$ cat src/rtl/lruct_pkg.sv
// Shared types and constants for the LRU hit/miss tracker.
package lruct_pkg;

    localparam int ADDR_W           = 32;
    localparam int CNT_W            = 32;
    localparam int CAPACITY_DEFAULT = 64;
    localparam int CAPACITY_MAX     = 8192;

    localparam logic [CNT_W-1:0] CNT_MAX = {CNT_W{1'b1}};

    typedef struct packed {
        logic [ADDR_W-1:0] access_address;
    } lookup_beat_t;

    typedef struct packed {
        logic              was_hit;
        logic              evicted_valid;
        logic [ADDR_W-1:0] evicted_address;
        logic [CNT_W-1:0]  hits_so_far;
        logic [CNT_W-1:0]  misses_so_far;
    } result_beat_t;

    // Lookup wave traveling down the cell row.
    typedef struct packed {
        logic              valid;
        logic [ADDR_W-1:0] addr;
        logic              found;
        logic              carry_valid;
        logic [ADDR_W-1:0] carry_addr;
    } wave_t;

endpackage

$ cat src/rtl/lruct_cell.sv
// One LRU stack cell: holds an entry, compares it, and passes the wave on.
module lruct_cell
    import lruct_pkg::*;
(
    input  logic  clk,
    input  logic  rst_n,
    input  logic  adv,
    input  wave_t wave_in,
    output wave_t wave_out
);

    logic [ADDR_W-1:0] entry_addr_reg;
    logic              entry_valid_reg;
    logic              wave_valid_reg;
    wave_t             wave_reg;
    wave_t             wave_next;
    logic              take;
    logic              hit;

    assign take = wave_in.valid && !wave_in.found;
    assign hit  = take && entry_valid_reg && (entry_addr_reg == wave_in.addr);

    always_comb
    begin
        wave_next       = wave_in;
        wave_next.found = wave_in.found || hit;
        if (hit)
        begin
            // matched entry is replaced by the carry; nothing moves further down
            wave_next.carry_valid = 1'b0;
        end
        else if (take)
        begin
            wave_next.carry_valid = entry_valid_reg;
            wave_next.carry_addr  = entry_addr_reg;
        end
    end

    always_ff @(posedge clk or negedge rst_n)
    begin
        if (!rst_n)
        begin
            entry_valid_reg <= 1'b0;
            wave_valid_reg  <= 1'b0;
        end
        else if (adv)
        begin
            wave_valid_reg <= wave_in.valid;
            if (take)
            begin
                entry_valid_reg <= wave_in.carry_valid;
            end
        end
    end

    always_ff @(posedge clk)
    begin
        if (adv)
        begin
            wave_reg <= wave_next;
            if (take)
            begin
                entry_addr_reg <= wave_in.carry_addr;
            end
        end
    end

    always_comb
    begin
        wave_out       = wave_reg;
        wave_out.valid = wave_valid_reg;
    end

endmodule

$ cat config.mk
export PLATFORM = sky130hd
export DESIGN_NAME = lruct_cell
export DESIGN_NICKNAME = d
export VERILOG_FILES = /design/src/rtl/lruct_pkg.sv /design/src/rtl/lruct_cell.sv
export SDC_FILE = /design/constraint.sdc
export NUM_CORES = 1
export LEC_CHECK = 0
export ABC_CLOCK_PERIOD_IN_PS = 4900
export BUFFER_PORTS_ARGS = -buffer_cell sky130_fd_sc_hd__buf_2
export CORE_MARGIN = 10
export CORE_UTILIZATION = 45
export CTS_BUF_LIST = sky130_fd_sc_hd__clkbuf_4 sky130_fd_sc_hd__clkbuf_8
export CTS_CLUSTER_DIAMETER = 120
export DETAILED_ROUTE_END_ITERATION = 7
export PLACE_DENSITY_LB_ADDON = 0.3
export SLEW_MARGIN = 10
export SYNTH_ARGS = -nofsm -noshare
export SYNTH_HDL_FRONTEND = slang
export SYNTH_SLANG_ARGS = --single-unit
$ cat constraint.sdc
create_clock -name clk -period 4.9 [get_ports clk]
set_input_delay 0.49 -clock clk [delete_from_list [all_inputs] [get_ports clk]]
set_output_delay 0.49 -clock clk [all_outputs]
set_load 0.05 [all_outputs]
==> metrics <==
IO buf count=136; starting density of the core=46.56%; gpl congestion=around 0.77; Sw Share=between 20% and 30%; Flop pwr share=a little over half; CP Buf/Inv Count=0; root buffer cell=clkbuf_8; Post-synth top cells=edfxtp_1, nand2_1, xnor2_1; predominant post-synthesis flop cell=edfxtp_1; Worst-Margin Slew=about 0.91 ns; clock skew=roughly 0.017 ns; RSZ-0062 raised after global routing=no; initial antenna violation count=0; Synth area leader=edfxtp_1; multi-input logic area=between 0.001 and 0.0015 sq mm; post-CTS resize count=0; fin nets=a little over 500; element type at the critical path end=flop; io pins=137; die area=approximately 0.014 sq mm; VDD IR max=0.1313 mV; worst skew pair latency=0.36 ns; max-cap violations=0; run status=finished clean; DRT Wirelength=10070 microns; max FFs per register=66; top cells by area, synth=edfxtp_1, mux2_4, nand2_1, xnor2_1, mux2_2; Die Y=118.2 microns; Post-Syn Area=0.004343 sq mm; kind of critical path=flop to flop; top fanout value on the critical path=34; Pins Over Slew Limit=0; core box area=about 0.0093 sq mm; via count=2652; Synth Net Count=364; vias in the first global route=2877; final core utilization=57.42%; total track usage=13.94%; Routed WL per cell=17.76 microns; Psw=540.6 uW; worst hold path type=primary input to flop; largest net degree at the start of global routing=between 60 and 70; DRT Pass-1 Iters=4; crit-path cells=xnor2_1 -> nand4_1 -> nor3_1 -> nand4_4 -> mux2_4; share of layout cells above drive strength 1=44.29%; P_leak=0.002329 uW; Final period util=between 50% and 60%; CP max stage cell=nand4_4; Post-Route Setup TNS=0 ns; Yosys cell types=22; Pwr Density=355.9 mW/mm^2; Cells after Synth=294; f_max=353.6 MHz; Final HPWL DP=7122 microns; Routed Antenna Nets=0; first-pass GRT wire length=15420 microns; number of synthesized flops with an enable pin=98; chip width=approximately 120 microns; setup bufs post-CTS=0; CP delay by family, top=simple AND/OR/NAND/NOR gates; synthesis-stage register bit count=100; Diodes inserted=0; area share of the largest cell type after synthesis=67.76%; H-tree levels=3; vias per std cell=4.677; CP peak stage delay=a little under 0.8 ns; Num Clock Sinks=100; final setup vio count=0; Critical Path AT=2.93 ns; TritonCTS Buffers=9; FFs w/ async S/R, synth=~2.0%; Slew HR=39.48%; FP Rows=35; Clock transition at path regs=approximately 0.10 ns; Clk network pwr share=28.3%; DR iter-0 viols=101; number of fill cells in the layout=between 700 and 800; CTS tree=done; Reg area=~0.003 sq mm; Hold Violations, Final=0; Yosys warnings=0; Seq/Total Area, Yosys=between 60% and 70%; Pint=1366 uW; syn avg cell area=14.77 sq um; clk buf depth=2; Critical Path Start Type=flop; worst path required time=~5.0 ns; Residual DRC=0; Period minus WS final=around 2.8 ns; Layout area overhead=23.34%; grt ovf=0; Combinational Power Share=between 15 and 20%
power by group through the flow:
stage | clock network [uW] | logic, uW | registers [uW]
finish | 540 | 343 | 1020
global route | 588 | 364 | 1030
CTS | 557 | 348 | 1020
detailed placement | 0 | 347 | 1040
global placement | 0 | 341 | 1040
floorplan | 0 | 89.4 | 1190
kinds of logic after synthesis:
family | share of synthesized area [%]
AO/OA/AOI/OAI | 0.1729
AND/OR/NAND/NOR | 11.50
buffers and inverters | 1.729
XOR/XNOR | 6.453
flip-flops | 68.91
multiplexers | 11.24
layout make-up:
type	instances	area share (%)
well taps	129	3.013
multi-input cells	182	23.97
repair buffers	140	13.31
flip-flops and latches	100	55.87
clock inverters	5	1.121
clock buffers	11	2.710
per-stage QoR:
stage                     std cells  setup WS [ns]  power (uW)  area [sq um]  hold slack, ns
final                           567          2.072        1906          5356          0.3272
after floorplan                 294          2.797        1278          4343          0.1944
after global placement          550          1.851        1383          5141          0.2843
after global routing            567          1.849        1983          5356          0.3087
after CTS                       567          2.040        1929          5356          0.3102
after detailed placement        550          1.877        1391          5141          0.2833
metal layers:
metal  GRT usage (%)  vias up  share of wire [%]
li1                -     1308                  -
met1           15.79     1247                 42
met2           24.55       87                 51
met3           3.855       10                6.1
met4           5.023        0                1.4
met5               0        -                  0
final timing paths:
path	from	to	slack, ns	cells past startpoint
min	wave_in[58]	wave_out[58]	0.33	1
max	entry_addr_reg[29]	wave_out[6]	2.07	5
min reg2reg	wave_valid_reg	wave_valid_reg	0.52	1
max reg2reg	entry_addr_reg[29]	wave_out[6]	2.07	5
max in group asynchronous	rst_n	entry_valid_reg	4.37	2
min in group asynchronous	rst_n	wave_valid_reg	0.43	2
what timing repair did:
| action | in CTS | in global routing |
|---|---|---|
| setup endpoints to repair | 0 | 0 |
| hold buffers | 1 | 0 |
| endpoints found under the hold margin | 2 | 0 |
cells in the final DEF, fill, tap and decap left out, drive strengths merged, types with 2 or more instances in the layout:
cell type  netlist  final
edfxtp          98     98
xor2             3      3
buf              5    139
nand2           99     99
nand4            7      7
xnor2           29     29
nor3             2      2
clkinv           0      2
mux2            34     34
clkbuf           7     11
dfrtp            2      2
worst register-to-register path, cell delays in order, from the launching register on:
cell	delay, ns
edfxtp_1	0.43
xnor2_1	0.19
nand4_1	0.14
nor3_1	0.46
nand4_4	0.79
mux2_4	0.58
Power figures use the tool's default switching activity.
