`config.mk`:
```
export PLATFORM = sky130hd
export DESIGN_NAME = lruct_tail
export DESIGN_NICKNAME = d
export VERILOG_FILES = /design/src/rtl/lruct_pkg.sv /design/src/rtl/lruct_tail.sv
export SDC_FILE = /design/constraint.sdc
export NUM_CORES = 1
export LEC_CHECK = 0
export BUFFER_PORTS_ARGS = -buffer_cell sky130_fd_sc_hd__buf_2
export CAP_MARGIN = 20
export CORE_ASPECT_RATIO = 0.7
export CORE_MARGIN = 2
export CORE_UTILIZATION = 46
export DETAILED_ROUTE_END_ITERATION = 16
export GPL_ROUTABILITY_DRIVEN = 1
export GPL_TIMING_DRIVEN = 0
export HOLD_SLACK_MARGIN = 0.15
export PLACE_DENSITY_LB_ADDON = 0.3
export REMOVE_ABC_BUFFERS = 1
export SLEW_MARGIN = 20
export SYNTH_ARGS = -nofsm -noshare
export SYNTH_HDL_FRONTEND = slang
export SYNTH_SLANG_ARGS = --single-unit
```
`constraint.sdc`:
```
create_clock -name clk -period 3.26 [get_ports clk]
set_clock_uncertainty 0.05 [all_clocks]
set_input_delay 0.326 -clock clk [delete_from_list [all_inputs] [get_ports clk]]
set_output_delay 0.326 -clock clk [all_outputs]
set_load 0.005 [all_outputs]
```
`src/rtl/lruct_pkg.sv`:
```
// Shared types and constants for the LRU hit/miss tracker.
package lruct_pkg;

    localparam int ADDR_W           = 32;
    localparam int CNT_W            = 32;
    localparam int CAPACITY_DEFAULT = 64;
    localparam int CAPACITY_MAX     = 8192;

    localparam logic [CNT_W-1:0] CNT_MAX = {CNT_W{1'b1}};

    typedef struct packed {
        logic [ADDR_W-1:0] access_address;
    } lookup_beat_t;

    typedef struct packed {
        logic              was_hit;
        logic              evicted_valid;
        logic [ADDR_W-1:0] evicted_address;
        logic [CNT_W-1:0]  hits_so_far;
        logic [CNT_W-1:0]  misses_so_far;
    } result_beat_t;

    // Lookup wave traveling down the cell row.
    typedef struct packed {
        logic              valid;
        logic [ADDR_W-1:0] addr;
        logic              found;
        logic              carry_valid;
        logic [ADDR_W-1:0] carry_addr;
    } wave_t;

endpackage

```
`src/rtl/lruct_tail.sv`:
```
// End of the cell row: hit/miss counters and the result register.
module lruct_tail
    import lruct_pkg::*;
(
    input  logic         clk,
    input  logic         rst_n,
    input  wave_t        wave_in,
    input  logic         res_ready,
    output logic         adv,
    output logic         res_valid,
    output result_beat_t res_payload
);

    logic              res_valid_reg;
    logic [CNT_W-1:0]  hit_cnt_reg;
    logic [CNT_W-1:0]  hit_cnt_next;
    logic [CNT_W-1:0]  miss_cnt_reg;
    logic [CNT_W-1:0]  miss_cnt_next;
    logic              was_hit_reg;
    logic              evicted_valid_reg;
    logic [ADDR_W-1:0] evicted_addr_reg;
    logic              evict;

    assign adv   = !res_valid_reg || res_ready;
    assign evict = !wave_in.found && wave_in.carry_valid;

    always_comb
    begin
        hit_cnt_next  = hit_cnt_reg;
        miss_cnt_next = miss_cnt_reg;
        if (wave_in.valid)
        begin
            if (wave_in.found)
            begin
                if (hit_cnt_reg != CNT_MAX)
                begin
                    hit_cnt_next = hit_cnt_reg + 1'b1;
                end
            end
            else if (miss_cnt_reg != CNT_MAX)
            begin
                miss_cnt_next = miss_cnt_reg + 1'b1;
            end
        end
    end

    always_ff @(posedge clk or negedge rst_n)
    begin
        if (!rst_n)
        begin
            res_valid_reg <= 1'b0;
            hit_cnt_reg   <= '0;
            miss_cnt_reg  <= '0;
        end
        else if (adv)
        begin
            res_valid_reg <= wave_in.valid;
            hit_cnt_reg   <= hit_cnt_next;
            miss_cnt_reg  <= miss_cnt_next;
        end
    end

    always_ff @(posedge clk)
    begin
        if (adv && wave_in.valid)
        begin
            was_hit_reg       <= wave_in.found;
            evicted_valid_reg <= evict;
            evicted_addr_reg  <= evict ? wave_in.carry_addr : '0;
        end
    end

    assign res_valid                   = res_valid_reg;
    assign res_payload.was_hit         = was_hit_reg;
    assign res_payload.evicted_valid   = evicted_valid_reg;
    assign res_payload.evicted_address = evicted_addr_reg;
    assign res_payload.hits_so_far     = hit_cnt_reg;
    assign res_payload.misses_so_far   = miss_cnt_reg;

endmodule

```
==> impl_metrics.tcl <==
set metrics [dict create \
    viasPerCell 5.37 \
    drtIter0Drc 232 \
    synth-main-ff-cell "dfrtp_1" \
    numPortBuffers 137 \
    synthTopCellsByArea "dfrtp_1 (36%), edfxtp_1 (23%), xnor2_1 (6.1%)" \
    ir_drop_uv 398 \
    critPathCaptureType "flip-flop" \
    diodes 0 \
    h-tree-depth 3 \
    syn_area_mm2 0.00447 \
    r2r_slack_ns 0.35 \
    ys.warnings.count 0 \
    yosys.area.top_type "dfrtp_1" \
    period_share_pct 89.2 \
    drcViolationCount 0 \
    ant_nets 0 \
    synth_commonest_cells "dfrtp_1 (65), and2_1 (37), edfxtp_1 (34), nand4_1 (32), xnor2_1 (31)" \
    rsz0062_at_grt "no" \
    area_delta_synth_final_pct 25.5 \
    start_util_pct 46.7 \
    timing.final.crit_period_ns 2.91 \
    die-area_mm2 0.0105 \
    clock_path_buffers 2 \
    syn_avg_cell_area_um2 11.9 \
    layout.nets 588 \
    grt_max_degree 49 \
    first_pass_iters 4 \
    synth_edf_count 34 \
    cap_violations 0 \
    layout-drive-gt1-share_pct 31.9 \
    synth.distinct_cells 36 \
    ys_seq_area_share_pct 59.2 \
    cts_tree "yes" \
    core_area_mm2 0.00957 \
    worstPathArrival_ns 3.09 \
    cts_resized 0 \
    startpoint_type "flip-flop" \
    die_h_um 86.5 \
    ys_seq_elements 99 \
    path_cells "ha_1 > nand3_1 > or4_4 > nor3_4 > or2b_2 > mux2_1" \
    overflow 0 \
    die_x_um 122 \
    routedWlPerCell_um 15.8 \
    cpPeakStageDelay_ns 0.79 \
    cts.sinks 99 \
    drt-total-wl_um 10200 \
    grt_pass1_vias 3086 \
    cts.clk_slew.worst_paths_ns 0.07 \
    rows 30 \
    finalMaxSlewViolations 0 \
    grt_usage_pct 19.7 \
    post-cts-setup-buffer-count 0 \
    run_status "finished, final reports clean" \
    clk_latency_ns 0.34 \
    vias 3483 \
    required_ns 3.44 \
    power.density_mw_per_mm2 501 \
    slew-limit-headroom_pct 33.8 \
    cp_max_fo 27 \
    critPathTopFamily "simple AND/OR/NAND/NOR gates" \
    power.leakage_nw 2.67 \
    utilization_pct 58.6 \
    worst_slew_pin_slew_ns 0.992 \
    io_pins 170 \
    synthArstFlopShare_pct 65.7 \
    antenna_found_initial 0 \
    clockRootBuffer "clkbuf_16" \
    place_hpwl_um 7380 \
    syn_inst 375 \
    finalSetupViolCount 0 \
    worst-path-buf-inv 0 \
    grt_pass1_wl_um 16000 \
    fill_cells 813 \
    gp_congestion 0.815 \
    cts_made_buffers 9 \
    timing.fmax_mhz 344 \
    slowest_stage "nor3_4" \
    crit_type "flip-flop to flip-flop" \
    synth.most_common_cell "dfrtp_1" \
    hold_path_class "input pin to flip-flop" \
    fin_tns_setup_ns 0 \
    netlist.area_leader.share_pct 36.4 \
    hold_violations 0 \
]
[report_power, final]
group / switching [mW] / internal (mW) / total, mW
registers: 0.113 / 1.38 / 1.50
logic: 0.149 / 0.156 / 0.305
clock network: 0.483 / 0.530 / 1.01
total: 0.745 / 2.07 / 2.81
[cell usage in the layout (no fill, tap or decap), types with 2 or more instances in the layout]
cell        instances
edfxtp_1           34
clkinvlp_4          2
nand2b_1            4
xnor2_1            31
dfrtp_1            65
a21oi_1             2
nor4_1              9
xor2_1             26
nor3_1             15
nand3_1            23
nor3b_1             3
inv_6               3
and4_1             11
nand2_1            23
nor2_1             12
o21ai_0             3
nand4_1            32
inv_1               2
mux2_2              3
nand4b_1            3
ha_1                2
and2_1             36
or4_4               2
and3_1             11
clkbuf_16           9
buf_2             136
[path summary, 6_finish.rpt]
path,startpoint,endpoint,cells past startpoint
max,hit_cnt_reg[0]$_DFFE_PN0P_,hit_cnt_reg[1]$_DFFE_PN0P_,6
min,wave_in[66],res_valid$_DFFE_PN0N_,2
max reg2reg,hit_cnt_reg[0]$_DFFE_PN0P_,hit_cnt_reg[1]$_DFFE_PN0P_,6
min reg2reg,hit_cnt_reg[17]$_DFFE_PN0P_,hit_cnt_reg[17]$_DFFE_PN0P_,1
max in group asynchronous,rst_n,hit_cnt_reg[27]$_DFFE_PN0P_,3
min in group asynchronous,rst_n,miss_cnt_reg[30]$_DFFE_PN0P_,2
[metal layers]
| layer | part of all wire (%) | vias up | global-route usage (%) |
|---|---|---|---|
| met5 | 0 | - | 0 |
| met4 | 0.85 | 0 | 5.22 |
| met3 | 7.7 | 9 | 5.07 |
| met2 | 43 | 143 | 27.2 |
| met1 | 48 | 1684 | 30.6 |
| li1 | - | 1647 | - |
[worst reg2reg max path, delay by kind of cell (launching register included)]
kind,cells,cell delay [ns]
muxes,1,0.32
adders and majority gates,1,0.19
and+or+nand+nor,4,1.82
DFF,1,0.41
[kinds of logic (layout without fill, tap and decap cells)]
kind of cell	count (synthesis)	count (layout)	synth area share, %
AOI/OAI and AO/OA	9	9	1.23
xor gates and xnor gates	57	57	11.2
adders and majority gates	2	2	0.559
buffers and inverters	13	159	1.62
DFF	99	99	59.2
muxes	4	4	1.01
and+or+nand+nor	191	191	25.2
[stage by stage]
stage / power, mW / std cells / instance area (µm²) / hold WS [ns] / worst slack (ns)
floorplan: 1.63 / 364 / 4410 / -0.0196 / 0.703
global placement: 1.80 / 629 / 5250 / 0.418 / 0.0794
detailed placement: 1.83 / 632 / 5320 / 0.173 / 0.358
CTS: 2.85 / 649 / 5610 / 0.175 / 0.339
global route: 2.95 / 649 / 5610 / 0.188 / 0.112
finish: 2.81 / 649 / 5610 / 0.184 / 0.351
[cell type report]
class	instances	area, µm²	area share [%]
multi-input cells	263	1760	31.3
repair buffers	141	757	13.5
inverters	2	7.51	0.134
clock inverters	7	57.6	1.03
clock buffers	9	225	4.01
flip-flops and latches	99	2650	47.2
well taps	128	160	2.85
[timing repair]
action | 4_1_cts | 5_1_grt
hold endpoints to repair | 65 | 0
setup endpoints to repair | 0 | 0
hold buffers | 1 | 0
(Power assumes the default switching activity.)
